==> src/hdl/pre_pkg.sv <==
// Shared types and constants for the pairwise repulsion energy block.
// Used by pre_mem, pre_term and pairwise_repulsion_energy; depends on nothing.
package pre_pkg;

  localparam int MAX_VERTICES = 256;
  localparam int VADDR_W = $clog2(MAX_VERTICES);
  localparam int COUNT_W = VADDR_W + 1;
  localparam int POS_W = 24;
  localparam int ENTRY_W = 2 * POS_W;
  localparam int DIFF_W = POS_W + 1;
  localparam int SQR_W = 2 * DIFF_W;
  localparam int D2_W = SQR_W + 1;
  localparam int QUO_W = 30;
  localparam int TERM_W = 39;
  localparam int ENERGY_W = 62;
  localparam int ACC_W = 64;

  localparam logic [D2_W-1:0] DIST_FLOOR = D2_W'(429497);
  localparam logic [TERM_W-1:0] PENALTY = TERM_W'(64'd327680000000);
  localparam logic [ENERGY_W-1:0] ENERGY_MAX = {ENERGY_W{1'b1}};
  localparam logic [COUNT_W-1:0] VCOUNT_MAX = COUNT_W'(MAX_VERTICES);

  typedef enum logic [1:0] {
    CMD_LOAD   = 2'd0,
    CMD_FULL   = 2'd1,
    CMD_DELTA  = 2'd2,
    CMD_COMMIT = 2'd3
  } cmd_t;

  typedef struct packed {
    logic               cur_we;
    logic               prev_we;
    logic               mark_we;
    logic [VADDR_W-1:0] waddr;
    logic [ENTRY_W-1:0] wdata;
    logic               mark_wdata;
    logic [VADDR_W-1:0] raddr;
  } mem_req_t;

  typedef struct packed {
    logic             start;
    logic [POS_W-1:0] ax;
    logic [POS_W-1:0] ay;
    logic [POS_W-1:0] bx;
    logic [POS_W-1:0] by;
  } term_req_t;

endpackage

==> src/hdl/pre_term.sv <==
// Pair term unit: squared distance, floor check and a bit-serial reciprocal
// divider producing floor(2^48 / d2) or the penalty. Uses pre_pkg.
module pre_term (
  input  logic                       clk,
  input  logic                       rst,
  input  pre_pkg::term_req_t         req,
  output logic                       term_done,
  output logic [pre_pkg::TERM_W-1:0] term
);
  import pre_pkg::*;

  typedef enum logic [5:0] {
    T_IDLE = 6'b000001,
    T_DIFF = 6'b000010,
    T_SQR  = 6'b000100,
    T_SUM  = 6'b001000,
    T_CHK  = 6'b010000,
    T_DIV  = 6'b100000
  } tstate_t;

  localparam int DIV_STEPS = 49;
  localparam logic [5:0] LAST_STEP = 6'(DIV_STEPS - 1);

  tstate_t state;
  logic [POS_W-1:0] ax, ay, bx, by;
  logic signed [DIFF_W-1:0] dx, dy;
  logic signed [SQR_W-1:0] prod_x, prod_y;
  logic [SQR_W-1:0] sx, sy;
  logic [D2_W-1:0] d2;
  logic [D2_W-1:0] rem;
  logic [D2_W:0] rem_sh;
  logic [QUO_W-1:0] quo;
  logic [5:0] cnt;
  logic take;

  assign prod_x = dx * dx;
  assign prod_y = dy * dy;
  assign rem_sh = {rem, cnt == LAST_STEP};
  assign take = rem_sh >= {1'b0, d2};

  always_ff @(posedge clk) begin
    if (rst) begin
      state <= T_IDLE;
      term_done <= 1'b0;
    end else begin
      term_done <= 1'b0;
      unique case (state)
        T_IDLE: begin
          if (req.start) begin
            ax <= req.ax;
            ay <= req.ay;
            bx <= req.bx;
            by <= req.by;
            state <= T_DIFF;
          end
        end
        T_DIFF: begin
          dx <= $signed({ax[POS_W-1], ax}) - $signed({bx[POS_W-1], bx});
          dy <= $signed({ay[POS_W-1], ay}) - $signed({by[POS_W-1], by});
          state <= T_SQR;
        end
        T_SQR: begin
          sx <= $unsigned(prod_x);
          sy <= $unsigned(prod_y);
          state <= T_SUM;
        end
        T_SUM: begin
          d2 <= {1'b0, sx} + {1'b0, sy};
          state <= T_CHK;
        end
        T_CHK: begin
          if (d2 < DIST_FLOOR) begin
            term <= PENALTY;
            term_done <= 1'b1;
            state <= T_IDLE;
          end else begin
            rem <= '0;
            quo <= '0;
            cnt <= LAST_STEP;
            state <= T_DIV;
          end
        end
        T_DIV: begin
          if (take) begin
            rem <= D2_W'(rem_sh - {1'b0, d2});
          end else begin
            rem <= D2_W'(rem_sh);
          end
          quo <= {quo[QUO_W-2:0], take};
          if (cnt == '0) begin
            term <= TERM_W'({quo[QUO_W-2:0], take});
            term_done <= 1'b1;
            state <= T_IDLE;
          end else begin
            cnt <= cnt - 6'd1;
          end
        end
        default: state <= T_IDLE;
      endcase
    end
  end

endmodule
==> config.mk <==
export PLATFORM = sky130hd
export DESIGN_NAME = pre_term
export DESIGN_NICKNAME = d
export VERILOG_FILES = /design/src/hdl/pre_pkg.sv /design/src/hdl/pre_term.sv
export SDC_FILE = /design/constraint.sdc
export NUM_CORES = 2
export LEC_CHECK = 0
export BUFFER_PORTS_ARGS = -buffer_cell sky130_fd_sc_hd__buf_4
export CAP_MARGIN = 20
export CORE_MARGIN = 5
export CORE_UTILIZATION = 51
export CTS_CLUSTER_SIZE = 25
export DETAILED_ROUTE_END_ITERATION = 10
export GPL_TIMING_DRIVEN = 0
export PLACE_DENSITY = 0.76
export SLEW_MARGIN = 40
export SYNTH_ARGS = -nofsm -noshare
export SYNTH_HDL_FRONTEND = slang
export SYNTH_SLANG_ARGS = --single-unit
==> constraint.sdc <==
create_clock -name clk -period 21.8 [get_ports clk]
set_input_delay 1.09 -clock clk [delete_from_list [all_inputs] [get_ports clk]]
set_output_delay 1.09 -clock clk [all_outputs]
set_load 0.005 [all_outputs]
==> results.json <==
{
  "ys_ff_latch": 419,
  "tritoncts.num_buffers": 48,
  "grtUsageTotal_pct": 25.5,
  "synth-edff-count": 412,
  "synth_seq_area_share_pct": 20.0,
  "ys_types": 83,
  "post-place-ws_ps": 12200,
  "grt_util_met1_pct": 34.4,
  "required_ps": 22170,
  "fmax_mhz": 101,
  "final_cell_count_no_fill": 8047,
  "ir_drop_mv": 0.123,
  "async_flop_share_pct": 0,
  "vias": 43400,
  "initial_core_util_pct": 51.4,
  "wire_per_inst_microns": 20.3,
  "yosys-top-cells-area": "fa_1, edfxtp_1, inv_1",
  "die_h_microns": 361,
  "clockBufferDepth": 3,
  "clkTransAtPathRegs_ps": 60,
  "fin_crit_sh_pct": 45.4,
  "numPortBuffers": 133,
  "cts_tree": "built",
  "hold_viol_final": 0,
  "placed_cells": 7959,
  "rsz0062_at_grt": "false",
  "met3_usage_pct": 5.07,
  "drv_slew": 0,
  "areaGrowthSynthToFinish_pct": 8.17,
  "status": "finished clean",
  "yosys-top-cells-count": "inv_1, fa_1, nand2_1",
  "layout_min_cycle_time_ps": 9890,
  "path_class": "reg2reg",
  "clockRootBuffer": "clkbuf_16",
  "num_antenna_cells": 0,
  "grt_pass1_wl_mm": 258,
  "synth_top_area_cell": "fa_1",
  "finalSetupViolations": 0,
  "clock_sinks": 419,
  "grt_pass1_vias": 46600,
  "cellLeakagePower_uw": 0.0327,
  "postRouteAntennaNets": 0,
  "cpPeakStageDelay_ps": 680,
  "final.setup.tns_ps": 0,
  "maxSlewHeadroom_pct": 35.9,
  "crit_arrival_ps": 10260,
  "drt_iter0_drc": 3482,
  "core_sq_um": 122000,
  "cpMostUsedCell": "fa_1",
  "antenna_found_initial": 4,
  "post_cts_buffers": 0,
  "io_pins": 139,
  "viasPerCell": 5.40,
  "cts.repair.resized": 0,
  "crit_family": "adder cells",
  "hold_path.class": "reg2reg",
  "end_kind": "register",
  "finalWirelength_mm": 164,
  "firstDrtPassIters": 7,
  "yosysMostFrequentCell": "inv_1",
  "yosysWarnings": 0,
  "crit_slowest_cell": "a311oi_1",
  "worstPathMaxFanout": 10,
  "p_total_uw": 6090,
  "rows": 128,
  "drc": 0,
  "syn_inst": 6151,
  "power_density_nw_per_um2": 89.9,
  "grt_max_degree": 42,
  "drive_gt1_share_pct": 5.23,
  "postLayoutSetupSlackWorst_ps": 11910,
  "htreeDepth": 2,
  "fin_skew_ps": 39.7,
  "clk_latency_ps": 640,
  "syn_avg_cell_area_sq_um": 10.2,
  "synth_ff_type": "edfxtp_1",
  "top_usage_layer": "met2",
  "hpwlAfterDp_mm": 137,
  "nets": 8156,
  "gp_congestion": 0.988,
  "use_met2_pct": 41.8,
  "start_kind": "register",
  "synth_top_area_share_pct": 38.9,
  "max-cap-violations": 0,
  "fp.dieArea_sq_um": 130000,
  "overflow": 0,
  "die_w_microns": 361,
  "path_buf_inv": 7,
  "holdBufCountCts": 0,
  "netlist_area_sq_um": 62700,
  "tightest_slew_ps": 962
}
## per-stage QoR
step / cell area (sq um) / hold slack [ps] / util [%]
6_report: 67800 / 516 / 55.6
5_1_grt: 67800 / 542 / 55.6
4_1_cts: 67800 / 521 / 55.6
3_5_place_dp: 66100 / 485 / 54.2
3_3_place_gp: 65700 / 474 / 53.9
2_1_floorplan: 62700 / 446 / -
## worst register-to-register path, delay by kind of cell, from the launching register on
family | cells | cell delay, ps
flip-flops | 1 | 660
AND/OR/NAND/NOR | 2 | 670
buffers and inverters | 7 | 1490
adder cells (fa/ha/maj) | 8 | 3910
XOR/XNOR | 1 | 140
AO/OA/AOI/OAI | 8 | 2770
## logic make-up after synthesis
family                   Yosys count  synth area share [%]
XOR/XNOR                         239                  3.34
flip-flops                       419                  20.0
other                              1               0.00599
AND/OR/NAND/NOR                 1346                  10.6
multiplexers                       8                 0.134
AO/OA/AOI/OAI                    717                  7.41
adder cells (fa/ha/maj)         1673                  48.0
buffers and inverters           1748                  10.6
## worst paths after layout
check	start	to	slack, ps	cells after the start
max reg2reg	dy[21]	sy[49]	11910	26
max	dy[21]	sy[49]	11910	26
min reg2reg	dx[0]	sx[0]	520	0
min	dx[0]	sx[0]	520	0
## cell usage in the layout (no fill, tap or decap), types with 30 or more instances in the layout
cell type | Yosys | routed
nand2_1 | 506 | 506
o21bai_1 | 31 | 31
xor2_1 | 68 | 68
fa_1 | 1217 | 1215
a21o_1 | 98 | 98
and3_1 | 30 | 30
buf_4 | 10 | 166
nand2b_1 | 38 | 38
a31oi_1 | 31 | 31
nor3_1 | 59 | 57
and2_1 | 274 | 273
o21ai_0 | 104 | 104
clkbuf_16 | 0 | 49
a211oi_1 | 30 | 30
xnor2_1 | 171 | 171
edfxtp_1 | 412 | 412
clkbuf_1 | 155 | 143
nor2b_1 | 65 | 65
nor2_1 | 187 | 187
ha_1 | 456 | 456
nand3_1 | 57 | 57
nand4_1 | 36 | 36
a21oi_1 | 231 | 230
inv_1 | 1565 | 1565
## layer usage
| layer | vias up | part of all wire, % |
|---|---|---|
| met4 | 0 | 3.9 |
| met3 | 346 | 8.2 |
| met2 | 1706 | 47 |
| li1 | 19500 | - |
| met1 | 21900 | 41 |
| met5 | - | 0 |
## registers in the layout, indices dropped and copies added (netlist names)
signal and flops:
cnt 6, term_done 1, quo 29, dx 25, sy 49, sx 49, ax 24, dy 25
term 31, by 24, rem 51, state 6, bx 24, d2 51, ay 24
## report_power, final
| part | switching, uW | leakage [uW] | internal [uW] |
|---|---|---|---|
| clock | 353 | 0.000805 | 498 |
| sequential | 7.06 | 0.00354 | 1100 |
| combinational | 2450 | 0.0284 | 1680 |
## area by class of cell
class	instances	area [sq um]
Fill cell	10400	54100
Multi-Input combinational cell	3988	43600
Sequential cell	419	12500
Inverter	1567	5880
Tap cell	1625	2030
Timing Repair Buffer	179	1350
Clock buffer	53	1240
Buffer	181	759
Clock inverter	35	415
No activity file was read; power rests on OpenSTA's default activity.
